===== config.mk =====
export PLATFORM = sky130hd
export DESIGN_NAME = multichannel_sensor_average_scaler
export DESIGN_NICKNAME = d
export VERILOG_FILES = /design/src/design/msas_pkg.sv /design/src/design/msas_divider.sv /design/src/design/msas_queue.sv /design/src/design/msas_front.sv /design/src/design/msas_back.sv /design/src/design/multichannel_sensor_average_scaler.sv
export SDC_FILE = /design/constraint.sdc
export NUM_CORES = 2
export LEC_CHECK = 0
export ABC_AREA = 1
export BUFFER_PORTS_ARGS = -buffer_cell sky130_fd_sc_hd__buf_4
export CORE_ASPECT_RATIO = 1.5
export CORE_MARGIN = 5
export CORE_UTILIZATION = 66
export CTS_BUF_LIST = sky130_fd_sc_hd__clkbuf_8
export DETAILED_ROUTE_END_ITERATION = 7
export PLACE_DENSITY = 0.8
export SYNTH_ARGS = -nofsm -noshare
export SYNTH_HDL_FRONTEND = slang
export SYNTH_SLANG_ARGS = --single-unit
export TNS_END_PERCENT = 50

===== constraint.sdc =====
create_clock -name aclk -period 12.53 [get_ports aclk]
set_clock_uncertainty 0.1 [all_clocks]
set_input_delay 1.8795 -clock aclk [delete_from_list [all_inputs] [get_ports aclk]]
set_output_delay 1.8795 -clock aclk [all_outputs]
set_load 0.02 [all_outputs]

===== src/design/msas_pkg.sv =====
// Package for the multichannel sensor average scaler.
// Holds shared constants, register codes, state enums and the config struct.
package msas_pkg;

    localparam int CHANNEL_COUNT = 5;
    localparam int SAMPLE_W      = 12;
    localparam int MV_W          = 25;
    localparam int DIV_W         = 36;
    localparam int DVS_W         = 12;
    localparam int RES_W         = 16;
    localparam int CFG_IDX_W     = 3;
    localparam int CFG_DATA_W    = 13;

    localparam int CH_SOLAR    = 0;
    localparam int CH_BATTERY  = 1;
    localparam int CH_IIN      = 2;
    localparam int CH_IOUT     = 3;
    localparam int CH_SUPERCAP = 4;

    typedef enum logic [CFG_IDX_W-1:0] {
        REG_VREF        = 3'd0,
        REG_FULL_SCALE  = 3'd1,
        REG_DIV_RATIO   = 3'd2,
        REG_CUR_OFFSET  = 3'd3,
        REG_SENSITIVITY = 3'd4
    } cfg_reg_t;

    typedef struct packed {
        logic [12:0] vref_millivolts;
        logic [11:0] adc_full_scale;
        logic [10:0] divider_ratio_x100;
        logic [12:0] current_offset_mv;
        logic [9:0]  current_sensitivity;
    } cfg_t;

    typedef enum logic {
        F_IDLE,
        F_UPDATE
    } front_state_t;

    typedef enum logic [3:0] {
        B_IDLE,
        B_AVG,
        B_MUL1,
        B_DIV1_GO,
        B_DIV1_WAIT,
        B_MUL2,
        B_DIV2_GO,
        B_DIV2_WAIT,
        B_OUT
    } back_state_t;

endpackage


===== src/design/msas_divider.sv =====
// Shared restoring divider, one quotient bit per cycle.
// Depends on msas_pkg for operand widths.
module msas_divider (
    input  logic                          aclk,
    input  logic                          aresetn,
    input  logic                          start,
    input  logic [msas_pkg::DIV_W-1:0]    dividend,
    input  logic [msas_pkg::DVS_W-1:0]    divisor,
    output logic [msas_pkg::DIV_W-1:0]    quotient,
    output logic                          done
);
    localparam int CNT_W = $clog2(msas_pkg::DIV_W + 1);

    logic [msas_pkg::DIV_W-1:0] quo_reg, quo_next;
    logic [msas_pkg::DVS_W-1:0] rem_reg, rem_next;
    logic [msas_pkg::DVS_W-1:0] den_reg;
    logic [CNT_W-1:0]           cnt_reg, cnt_next;
    logic                       busy_reg, busy_next;
    logic                       done_reg, done_next;
    logic [msas_pkg::DVS_W:0]   trial;
    logic [msas_pkg::DVS_W:0]   diff;

    always_comb begin
        trial     = {rem_reg, quo_reg[msas_pkg::DIV_W-1]};
        diff      = trial - {1'b0, den_reg};
        quo_next  = quo_reg;
        rem_next  = rem_reg;
        cnt_next  = cnt_reg;
        busy_next = busy_reg;
        done_next = 1'b0;
        if (start) begin
            quo_next  = dividend;
            rem_next  = '0;
            cnt_next  = CNT_W'(msas_pkg::DIV_W);
            busy_next = 1'b1;
        end else if (busy_reg) begin
            if (trial >= {1'b0, den_reg}) begin
                rem_next = diff[msas_pkg::DVS_W-1:0];
                quo_next = {quo_reg[msas_pkg::DIV_W-2:0], 1'b1};
            end else begin
                rem_next = trial[msas_pkg::DVS_W-1:0];
                quo_next = {quo_reg[msas_pkg::DIV_W-2:0], 1'b0};
            end
            cnt_next = cnt_reg - 1'b1;
            if (cnt_reg == CNT_W'(1)) begin
                busy_next = 1'b0;
                done_next = 1'b1;
            end
        end
    end

    always_ff @(posedge aclk) begin
        quo_reg <= quo_next;
        rem_reg <= rem_next;
        cnt_reg <= cnt_next;
        if (start) begin
            den_reg <= divisor;
        end
        if (!aresetn) begin
            busy_reg <= 1'b0;
            done_reg <= 1'b0;
        end else begin
            busy_reg <= busy_next;
            done_reg <= done_next;
        end
    end

    assign quotient = quo_reg;
    assign done     = done_reg;

endmodule


===== src/design/msas_queue.sv =====
// Two-entry queue between the front and back parts.
// Standalone; width set by the instantiating module.
module msas_queue #(
    parameter int WIDTH = 90
) (
    input  logic             aclk,
    input  logic             aresetn,
    input  logic             push,
    input  logic [WIDTH-1:0] push_data,
    input  logic             pop,
    output logic [WIDTH-1:0] pop_data,
    output logic             full,
    output logic             not_empty
);
    logic [WIDTH-1:0] entry_reg [2];
    logic             wr_ptr_reg, rd_ptr_reg;
    logic [1:0]       count_reg, count_next;

    always_comb begin
        count_next = count_reg;
        if (push && !pop) begin
            count_next = count_reg + 2'd1;
        end else if (pop && !push) begin
            count_next = count_reg - 2'd1;
        end
    end

    always_ff @(posedge aclk) begin
        if (push) begin
            entry_reg[wr_ptr_reg] <= push_data;
        end
        if (!aresetn) begin
            wr_ptr_reg <= 1'b0;
            rd_ptr_reg <= 1'b0;
            count_reg  <= 2'd0;
        end else begin
            if (push) begin
                wr_ptr_reg <= ~wr_ptr_reg;
            end
            if (pop) begin
                rd_ptr_reg <= ~rd_ptr_reg;
            end
            count_reg <= count_next;
        end
    end

    assign pop_data  = entry_reg[rd_ptr_reg];
    assign full      = (count_reg == 2'd2);
    assign not_empty = (count_reg != 2'd0);

endmodule


===== src/design/msas_front.sv =====
// Front part: accepts scans, keeps the sample rings and running sums.
// Depends on msas_pkg; pushes the five channel sums into the queue.
module msas_front #(
    parameter int WINDOW_LENGTH = 8,
    parameter int SUM_W         = 15
) (
    input  logic                                      aclk,
    input  logic                                      aresetn,
    input  logic                                      s_valid,
    output logic                                      s_ready,
    input  logic [msas_pkg::SAMPLE_W-1:0]             s_raw_solar_volt,
    input  logic [msas_pkg::SAMPLE_W-1:0]             s_raw_battery_volt,
    input  logic [msas_pkg::SAMPLE_W-1:0]             s_raw_input_current,
    input  logic [msas_pkg::SAMPLE_W-1:0]             s_raw_output_current,
    input  logic [msas_pkg::SAMPLE_W-1:0]             s_raw_supercap_volt,
    input  logic                                      q_full,
    output logic                                      q_push,
    output logic [msas_pkg::CHANNEL_COUNT*SUM_W-1:0]  q_data
);
    localparam int PTR_W = $clog2(WINDOW_LENGTH);
    localparam int ROW_W = msas_pkg::CHANNEL_COUNT * msas_pkg::SAMPLE_W;

    msas_pkg::front_state_t state_reg, state_next;

    logic [ROW_W-1:0]         hist_mem [WINDOW_LENGTH];
    logic [WINDOW_LENGTH-1:0] valid_reg;
    logic [ROW_W-1:0]         rd_row_reg;
    logic [ROW_W-1:0]         samp_reg;
    logic [PTR_W-1:0]         ptr_reg;
    logic [SUM_W-1:0]         sum_reg [msas_pkg::CHANNEL_COUNT];
    logic [SUM_W-1:0]         sum_next [msas_pkg::CHANNEL_COUNT];
    logic [ROW_W-1:0]         old_row;
    logic                     accept;

    assign accept = s_valid && s_ready;
    assign old_row = valid_reg[ptr_reg] ? rd_row_reg : '0;

    always_comb begin
        for (int c = 0; c < msas_pkg::CHANNEL_COUNT; c++) begin
            sum_next[c] = sum_reg[c]
                - SUM_W'(old_row[c*msas_pkg::SAMPLE_W +: msas_pkg::SAMPLE_W])
                + SUM_W'(samp_reg[c*msas_pkg::SAMPLE_W +: msas_pkg::SAMPLE_W]);
            q_data[c*SUM_W +: SUM_W] = sum_next[c];
        end
    end

    always_comb begin
        state_next = state_reg;
        s_ready    = 1'b0;
        q_push     = 1'b0;
        unique case (state_reg)
            msas_pkg::F_IDLE: begin
                s_ready = !q_full;
                if (s_valid && !q_full) begin
                    state_next = msas_pkg::F_UPDATE;
                end
            end
            msas_pkg::F_UPDATE: begin
                q_push     = 1'b1;
                state_next = msas_pkg::F_IDLE;
            end
            default: state_next = msas_pkg::F_IDLE;
        endcase
    end

    always_ff @(posedge aclk) begin
        if (!aresetn) begin
            state_reg <= msas_pkg::F_IDLE;
        end else begin
            state_reg <= state_next;
        end
    end

    always_ff @(posedge aclk) begin
        if (accept) begin
            rd_row_reg <= hist_mem[ptr_reg];
            samp_reg   <= {s_raw_supercap_volt, s_raw_output_current, s_raw_input_current,
                           s_raw_battery_volt, s_raw_solar_volt};
        end
        if (q_push) begin
            hist_mem[ptr_reg] <= samp_reg;
        end
    end

    always_ff @(posedge aclk) begin
        if (!aresetn) begin
            valid_reg <= '0;
            ptr_reg   <= '0;
            for (int c = 0; c < msas_pkg::CHANNEL_COUNT; c++) begin
                sum_reg[c] <= '0;
            end
        end else if (q_push) begin
            valid_reg[ptr_reg] <= 1'b1;
            ptr_reg <= (ptr_reg == PTR_W'(WINDOW_LENGTH - 1)) ? '0 : ptr_reg + 1'b1;
            for (int c = 0; c < msas_pkg::CHANNEL_COUNT; c++) begin
                sum_reg[c] <= sum_next[c];
            end
        end
    end

endmodule


===== src/design/msas_back.sv =====
// Back part: averages each channel by reciprocal multiply and scales it through the shared divider.
// Depends on msas_pkg and msas_divider; drives the result register.
module msas_back #(
    parameter int WINDOW_LENGTH = 8,
    parameter int SUM_W         = 15
) (
    input  logic                                      aclk,
    input  logic                                      aresetn,
    input  msas_pkg::cfg_t                            cfg,
    input  logic                                      q_not_empty,
    input  logic [msas_pkg::CHANNEL_COUNT*SUM_W-1:0]  q_data,
    output logic                                      q_pop,
    output logic                                      m_valid,
    input  logic                                      m_ready,
    output logic [msas_pkg::RES_W-1:0]                m_solar_millivolts,
    output logic [msas_pkg::RES_W-1:0]                m_battery_millivolts,
    output logic [msas_pkg::RES_W-1:0]                m_supercap_millivolts,
    output logic signed [msas_pkg::RES_W-1:0]         m_input_milliamps,
    output logic signed [msas_pkg::RES_W-1:0]         m_output_milliamps
);
    localparam int DW = msas_pkg::DIV_W;
    localparam int MW = msas_pkg::MV_W;
    localparam int AP_W   = 2 * SUM_W + 1;
    localparam int AVG_SH = SUM_W + $clog2(WINDOW_LENGTH);
    localparam longint AVG_RCP = ((longint'(1) << AVG_SH) + longint'(WINDOW_LENGTH) - 1)
                               / longint'(WINDOW_LENGTH);
    localparam int RCP100_SH = 30;
    localparam longint RCP100 = ((longint'(1) << RCP100_SH) + 99) / 100;
    localparam int VP_W = 47;
    localparam longint VSAT_LIMIT = 65536 * 100;

    msas_pkg::back_state_t state_reg, state_next;

    logic [msas_pkg::CHANNEL_COUNT*SUM_W-1:0] sums_reg;
    logic [2:0]                       ch_reg;
    logic [msas_pkg::SAMPLE_W-1:0]    avg_reg;
    logic [MW-1:0]                    mv_reg;
    logic [DW-1:0]                    prod_reg;
    logic                             neg_reg;
    logic [msas_pkg::RES_W-1:0]       res_reg [msas_pkg::CHANNEL_COUNT];
    logic                             m_valid_reg;
    logic [msas_pkg::RES_W-1:0]       out_reg [msas_pkg::CHANNEL_COUNT];

    logic                             div_start;
    logic [DW-1:0]                    div_dividend;
    logic [msas_pkg::DVS_W-1:0]       div_divisor;
    logic [DW-1:0]                    quo;
    logic                             div_done;
    logic                             is_current;
    logic                             last_ch;
    logic signed [MW:0]               delta;
    logic [MW-1:0]                    mag;
    logic [msas_pkg::RES_W-1:0]       sat_val;
    logic [msas_pkg::RES_W-1:0]       vsat_val;
    logic [AP_W-1:0]                  avg_prod;
    logic [VP_W-1:0]                  vprod;
    logic                             load_out;
    logic                             store_res;

    assign is_current = (ch_reg == 3'(msas_pkg::CH_IIN)) || (ch_reg == 3'(msas_pkg::CH_IOUT));
    assign last_ch    = (ch_reg == 3'(msas_pkg::CHANNEL_COUNT - 1));
    assign delta = $signed({1'b0, mv_reg}) - $signed((MW+1)'(cfg.current_offset_mv));
    assign mag   = delta[MW] ? MW'(-delta) : delta[MW-1:0];

    assign avg_prod = AP_W'(sums_reg[ch_reg*SUM_W +: SUM_W]) * AP_W'(AVG_RCP);
    assign vprod    = VP_W'(prod_reg[22:0]) * VP_W'(RCP100);
    assign vsat_val = (prod_reg >= DW'(VSAT_LIMIT)) ? 16'hFFFF : vprod[RCP100_SH +: 16];

    always_comb begin
        if (!neg_reg) begin
            sat_val = (|quo[DW-1:15]) ? 16'h7FFF : quo[15:0];
        end else if ((|quo[DW-1:16]) || (quo[15] && (|quo[14:0]))) begin
            sat_val = 16'h8000;
        end else begin
            sat_val = 16'(-quo[15:0]);
        end
    end

    assign div_dividend = prod_reg;

    always_comb begin
        if (state_reg == msas_pkg::B_DIV1_GO) begin
            div_divisor = (cfg.adc_full_scale == '0) ? 12'd1 : cfg.adc_full_scale;
        end else begin
            div_divisor = (cfg.current_sensitivity == '0) ? 12'd1
                        : 12'(cfg.current_sensitivity);
        end
    end

    always_comb begin
        state_next = state_reg;
        div_start  = 1'b0;
        q_pop      = 1'b0;
        load_out   = 1'b0;
        store_res  = 1'b0;
        unique case (state_reg)
            msas_pkg::B_IDLE: begin
                if (q_not_empty) begin
                    q_pop      = 1'b1;
                    state_next = msas_pkg::B_AVG;
                end
            end
            msas_pkg::B_AVG: state_next = msas_pkg::B_MUL1;
            msas_pkg::B_MUL1: state_next = msas_pkg::B_DIV1_GO;
            msas_pkg::B_DIV1_GO: begin
                div_start  = 1'b1;
                state_next = msas_pkg::B_DIV1_WAIT;
            end
            msas_pkg::B_DIV1_WAIT: begin
                if (div_done) state_next = msas_pkg::B_MUL2;
            end
            msas_pkg::B_MUL2: state_next = msas_pkg::B_DIV2_GO;
            msas_pkg::B_DIV2_GO: begin
                if (is_current) begin
                    div_start  = 1'b1;
                    state_next = msas_pkg::B_DIV2_WAIT;
                end else begin
                    store_res  = 1'b1;
                    state_next = last_ch ? msas_pkg::B_OUT : msas_pkg::B_AVG;
                end
            end
            msas_pkg::B_DIV2_WAIT: begin
                if (div_done) begin
                    store_res  = 1'b1;
                    state_next = last_ch ? msas_pkg::B_OUT : msas_pkg::B_AVG;
                end
            end
            msas_pkg::B_OUT: begin
                if (!m_valid_reg || m_ready) begin
                    load_out   = 1'b1;
                    state_next = msas_pkg::B_IDLE;
                end
            end
            default: state_next = msas_pkg::B_IDLE;
        endcase
    end

    always_ff @(posedge aclk) begin
        if (!aresetn) begin
            state_reg   <= msas_pkg::B_IDLE;
            m_valid_reg <= 1'b0;
        end else begin
            state_reg <= state_next;
            if (load_out) begin
                m_valid_reg <= 1'b1;
            end else if (m_ready) begin
                m_valid_reg <= 1'b0;
            end
        end
    end

    always_ff @(posedge aclk) begin
        if (q_pop) begin
            sums_reg <= q_data;
            ch_reg   <= '0;
        end
        if (state_reg == msas_pkg::B_AVG) begin
            avg_reg <= avg_prod[AVG_SH +: msas_pkg::SAMPLE_W];
        end
        if (state_reg == msas_pkg::B_MUL1) begin
            prod_reg <= DW'(MW'(avg_reg) * MW'(cfg.vref_millivolts));
        end
        if (state_reg == msas_pkg::B_DIV1_WAIT && div_done) begin
            mv_reg <= quo[MW-1:0];
        end
        if (state_reg == msas_pkg::B_MUL2) begin
            if (is_current) begin
                prod_reg <= DW'(mag) * DW'(10'd1000);
                neg_reg  <= delta[MW];
            end else begin
                prod_reg <= DW'(mv_reg) * DW'(cfg.divider_ratio_x100);
                neg_reg  <= 1'b0;
            end
        end
        if (store_res) begin
            res_reg[ch_reg] <= is_current ? sat_val : vsat_val;
            ch_reg          <= ch_reg + 3'd1;
        end
        if (load_out) begin
            for (int c = 0; c < msas_pkg::CHANNEL_COUNT; c++) begin
                out_reg[c] <= res_reg[c];
            end
        end
    end

    msas_divider u_divider (
        .aclk     (aclk),
        .aresetn  (aresetn),
        .start    (div_start),
        .dividend (div_dividend),
        .divisor  (div_divisor),
        .quotient (quo),
        .done     (div_done)
    );

    assign m_valid               = m_valid_reg;
    assign m_solar_millivolts    = out_reg[msas_pkg::CH_SOLAR];
    assign m_battery_millivolts  = out_reg[msas_pkg::CH_BATTERY];
    assign m_supercap_millivolts = out_reg[msas_pkg::CH_SUPERCAP];
    assign m_input_milliamps     = out_reg[msas_pkg::CH_IIN];
    assign m_output_milliamps    = out_reg[msas_pkg::CH_IOUT];

endmodule


===== src/design/multichannel_sensor_average_scaler.sv =====
// Multichannel sensor average scaler, top level.
// Depends on msas_pkg, msas_front, msas_queue and msas_back.
//
// Input channel (s_valid/s_ready): one scan of five 12-bit raw ADC codes.
// Each code enters its channel's ring of the last WINDOW_LENGTH samples.
// Result channel (m_valid/m_ready): solar, battery and supercap voltage in
// mV (unsigned, saturated) and input and output current in mA (signed,
// saturated), from the ring averages.
// Configuration: cfg_wr_en, cfg_index, cfg_wr_data; write only while idle.
// Averages and the voltage divide by 100 use reciprocal multiplies; the
// full-scale divide (all channels) and the sensitivity divide (current
// channels) run on one shared restoring divider. The five channels run one
// after another, and the back part takes the next scan from the queue only
// once the result of the last one is loaded.
// Reset clears the rings (per-slot valid bits), the sums and the ring
// pointer, and loads the default register values.
// A stalled receiver holds the result; the front accepts up to two more
// scans into its queue before s_ready drops.
module multichannel_sensor_average_scaler #(
    parameter int WINDOW_LENGTH = 8
) (
    input  logic                                  aclk,
    input  logic                                  aresetn,
    input  logic                                  cfg_wr_en,
    input  logic [msas_pkg::CFG_IDX_W-1:0]        cfg_index,
    input  logic [msas_pkg::CFG_DATA_W-1:0]       cfg_wr_data,
    input  logic                                  s_valid,
    output logic                                  s_ready,
    input  logic [msas_pkg::SAMPLE_W-1:0]         s_raw_solar_volt,
    input  logic [msas_pkg::SAMPLE_W-1:0]         s_raw_battery_volt,
    input  logic [msas_pkg::SAMPLE_W-1:0]         s_raw_input_current,
    input  logic [msas_pkg::SAMPLE_W-1:0]         s_raw_output_current,
    input  logic [msas_pkg::SAMPLE_W-1:0]         s_raw_supercap_volt,
    output logic                                  m_valid,
    input  logic                                  m_ready,
    output logic [msas_pkg::RES_W-1:0]            m_solar_millivolts,
    output logic [msas_pkg::RES_W-1:0]            m_battery_millivolts,
    output logic [msas_pkg::RES_W-1:0]            m_supercap_millivolts,
    output logic signed [msas_pkg::RES_W-1:0]     m_input_milliamps,
    output logic signed [msas_pkg::RES_W-1:0]     m_output_milliamps
);
    localparam int SUM_W = msas_pkg::SAMPLE_W + $clog2(WINDOW_LENGTH);
    localparam int Q_W   = msas_pkg::CHANNEL_COUNT * SUM_W;

    msas_pkg::cfg_t cfg_reg;
    logic           q_push, q_pop, q_full, q_not_empty;
    logic [Q_W-1:0] q_push_data, q_pop_data;

    always_ff @(posedge aclk) begin
        if (!aresetn) begin
            cfg_reg.vref_millivolts     <= 13'd3300;
            cfg_reg.adc_full_scale      <= 12'd4095;
            cfg_reg.divider_ratio_x100  <= 11'd1000;
            cfg_reg.current_offset_mv   <= 13'd2500;
            cfg_reg.current_sensitivity <= 10'd185;
        end else if (cfg_wr_en) begin
            unique case (cfg_index)
                msas_pkg::REG_VREF:        cfg_reg.vref_millivolts <= cfg_wr_data;
                msas_pkg::REG_FULL_SCALE:  cfg_reg.adc_full_scale <= cfg_wr_data[11:0];
                msas_pkg::REG_DIV_RATIO:   cfg_reg.divider_ratio_x100 <= cfg_wr_data[10:0];
                msas_pkg::REG_CUR_OFFSET:  cfg_reg.current_offset_mv <= cfg_wr_data;
                msas_pkg::REG_SENSITIVITY: cfg_reg.current_sensitivity <= cfg_wr_data[9:0];
                default: ;
            endcase
        end
    end

    msas_front #(
        .WINDOW_LENGTH (WINDOW_LENGTH),
        .SUM_W         (SUM_W)
    ) u_front (
        .aclk                 (aclk),
        .aresetn              (aresetn),
        .s_valid              (s_valid),
        .s_ready              (s_ready),
        .s_raw_solar_volt     (s_raw_solar_volt),
        .s_raw_battery_volt   (s_raw_battery_volt),
        .s_raw_input_current  (s_raw_input_current),
        .s_raw_output_current (s_raw_output_current),
        .s_raw_supercap_volt  (s_raw_supercap_volt),
        .q_full               (q_full),
        .q_push               (q_push),
        .q_data               (q_push_data)
    );

    msas_queue #(
        .WIDTH (Q_W)
    ) u_queue (
        .aclk      (aclk),
        .aresetn   (aresetn),
        .push      (q_push),
        .push_data (q_push_data),
        .pop       (q_pop),
        .pop_data  (q_pop_data),
        .full      (q_full),
        .not_empty (q_not_empty)
    );

    msas_back #(
        .WINDOW_LENGTH (WINDOW_LENGTH),
        .SUM_W         (SUM_W)
    ) u_back (
        .aclk                  (aclk),
        .aresetn               (aresetn),
        .cfg                   (cfg_reg),
        .q_not_empty           (q_not_empty),
        .q_data                (q_pop_data),
        .q_pop                 (q_pop),
        .m_valid               (m_valid),
        .m_ready               (m_ready),
        .m_solar_millivolts    (m_solar_millivolts),
        .m_battery_millivolts  (m_battery_millivolts),
        .m_supercap_millivolts (m_supercap_millivolts),
        .m_input_milliamps     (m_input_milliamps),
        .m_output_milliamps    (m_output_milliamps)
    );

`ifndef NO_ASSERTIONS
    a_pop_not_empty: assert property (@(posedge aclk) disable iff (!aresetn)
        q_pop |-> q_not_empty) else $error("queue popped while empty");
    a_push_not_full: assert property (@(posedge aclk) disable iff (!aresetn)
        q_push |-> !q_full) else $error("queue pushed while full");
    a_accept_then_push: assert property (@(posedge aclk) disable iff (!aresetn)
        (s_valid && s_ready) |=> q_push) else $error("accepted scan not pushed");
    a_reset_no_result: assert property (@(posedge aclk)
        $past(!aresetn) |-> !m_valid) else $error("result valid right after reset");
`endif

endmodule


==> impl_metrics.yaml <==
run_status:
  status: "finished clean"
layout:
  drive_gt1_frac: 0.0653
  finalNetCount: 9518
  nFillCells: 8863
  final_cells: 9966
  area_growth_pct: 7.65
  utilization: 0.714
  largest_reg_flops: 480
min_path:
  hold_path_class: "reg2reg"
  min_to: "u_back.out_reg[0][30]"
  min_path_cells: 0
  min_from: "u_back.res_reg[1][14]"
global_route:
  grt-ovfl-total: 0
  grt_pass1_vias: 60400
  grt_usage: 0.341
  grt_max_degree: 81
  antenna_found_initial: 4
  grt_pass1_wl_microns: 337000
worst_setup_path:
  cp.required_ns: 13.18
  critPathKind: "reg2reg"
  reg2reg_slack_ns: 5.18
  start_kind: "flip-flop"
  crit_buf_inv: 3
  reg2regPathDepth: 26
  end_kind: "flip-flop"
  critical_path.max_stage_delay_ns: 0.66
  cp_top_family: "adder cells"
  cp_slowest_cell: "xor2_1"
  crit_path_max_fanout: 19
  worst_ep_arrival_time_ns: 8.00
  crit_start: "u_back.mv_reg[4]"
  crit-reg2reg-capture: "u_back.div_dividend[27]"
  worstReg2RegStart: "u_back.mv_reg[4]"
floorplan:
  fp-row-count: 157
  die_h_microns: 439
  design.die.area_sq_um: 130000
  core_sq_um: 122000
  io_pins: 163
  start_util: 0.663
  die_w_microns: 296
synthesis:
  synthMuxAreaShare: 0.000247
  synth_fa_ha_area_frac: 0.246
  synth_commonest_cells: "inv_1 (1563), nand2_1 (1493), edfxtp_1 (1140)"
  synthCells: 8074
  synth_top_family_by_area: "adder cells"
  synth_seq_area_share: 0.448
  syn_area_sq_um: 80900
  yosys_warnings: 0
  synth_compound_area_frac: 0.0772
  ys_types: 65
  yosys.area_share.simple: 0.129
  synth-seq-cells: 1240
  yosysMostFrequentCell: "inv_1"
  synth_edf_count: 1140
  synth.area.top_cells: "edfxtp_1 (42%), fa_1 (16%), ha_1 (8.5%)"
  syn_avg_cell_area_sq_um: 10.0
  synth_ff_type: "edfxtp_1"
  synth_top_area_cell: "edfxtp_1"
  synth-xor-area-share: 0.0144
  async_flop_share: 0
  synth_top_area_share: 0.423
  synth_fp_nets: 9356
timing:
  slew_violations: 0
  rsz0062_at_grt: "false"
  finalHoldWorstSlack_ns: 0.312
  hold_viol_final: 0
  max_freq_mhz: 136
  post-route-period-util: 0.587
  setup_tns_ns: 0
  worst_slew_pin_slew_ns: 1.32
  finalCriticalPeriod_ns: 7.35
  finalSetupViolCount: 0
  relSlewSlack: 0.116
clock_network:
  h-tree-depth: 4
  clkLatencyLatePin_ns: 0.91
  cts.sinks: 1240
  clk_pin_slew_ns: 0.07
  cts_resized: 0
  post_cts_buffers: 0
  cts_hold_buf: 0
  cts_tree: "yes"
  cts_buffers: 174
  cts_root_buffer: "clkbuf_8"
  cts.path.max_buffers: 3
placement:
  gp_congestion: 1.02
  port_buffers: 162
  dp.cells: 9650
  dp_hpwl_microns: 165000
drt:
  vias: 58000
  dr.pass1.iters: 8
  drc_errors: 0
  antenna_left: 0
  routed_wl_microns: 220000
  routedWlPerCell_microns: 22.1
  first_iter_violations: 4554
  drt-vias-per-instance: 5.82
run:
  drv_cap: 0
[per-stage QoR]
step	worst slack (ns)	cell area (sq um)
floorplan	1.70	80900
global placement	5.28	83800
detailed placement	5.22	83800
CTS	5.17	87100
global route	4.66	87100
finish	5.18	87100
[cell type report]
class / instances / area [sq um] / share of cell area
multi-input combinational: 5011 / 37900 / 0.436
sequential: 1240 / 36200 / 0.416
inverter: 1583 / 5950 / 0.0683
clock buffer: 180 / 2480 / 0.0285
tap: 1590 / 1990 / 0.0228
timing repair buffer: 226 / 1700 / 0.0195
clock inverter: 133 / 769 / 0.00884
antenna: 3 / 7.51 / 0.0000862
[cells by family (layout without fill, tap and decap cells)]
logic type | Yosys count | after routing
buffers and inverters | 1823 | 2122
muxes | 2 | 2
and+or+nand+nor | 2577 | 2577
other | 0 | 3
DFF | 1240 | 1240
AOI/OAI and AO/OA | 1101 | 1101
xor gates and xnor gates | 130 | 130
adders and majority gates | 1201 | 1201
[metal layers]
layer	wire length (microns)	global-route usage
met1	75900	0.384
met2	115000	0.612
met3	13400	0.0476
met4	15900	0.209
met5	13	0
[worst max path at each step]
stage                                    endpoint  slack (ns)  cells after the start
after floorplan             u_front.rd_row_reg[0]        1.70                      2
after global placement    u_back.div_dividend[24]        5.28                     30
after detailed placement  u_back.div_dividend[27]        5.22                     28
after CTS                 u_back.div_dividend[27]        5.17                     28
after global routing      u_back.div_dividend[24]        4.66                     30
final                     u_back.div_dividend[27]        5.18                     26
[placed cells by master (no fill, tap or decap), types with 12 or more instances in the layout]
master | synthesis | routed
a21boi_0 | 12 | 12
a21o_1 | 24 | 24
a21oi_1 | 346 | 346
a31oi_1 | 21 | 21
buf_4 | 1 | 226
clkbuf_8 | 0 | 180
clkinv_1 | 3 | 33
clkinv_2 | 0 | 18
dfxtp_1 | 100 | 98
edfxtp_1 | 1140 | 1140
fa_1 | 650 | 650
ha_1 | 551 | 551
inv_1 | 1563 | 1628
inv_2 | 16 | 19
nand2_1 | 1493 | 1490
nand2_2 | 19 | 21
nand3_1 | 198 | 198
nand3b_1 | 19 | 19
nand4_1 | 50 | 50
nor2_1 | 680 | 662
nor2_4 | 0 | 15
nor3_1 | 52 | 48
nor4_1 | 22 | 21
o211ai_1 | 65 | 65
o21ai_0 | 463 | 463
o21bai_1 | 18 | 18
o221ai_1 | 36 | 36
o22ai_1 | 44 | 44
or2_2 | 16 | 16
xnor2_1 | 35 | 35
xor2_1 | 92 | 92
Power is not shown: default switching activity piles up to over one toggle a cycle in this logic, so the estimate is an artifact.
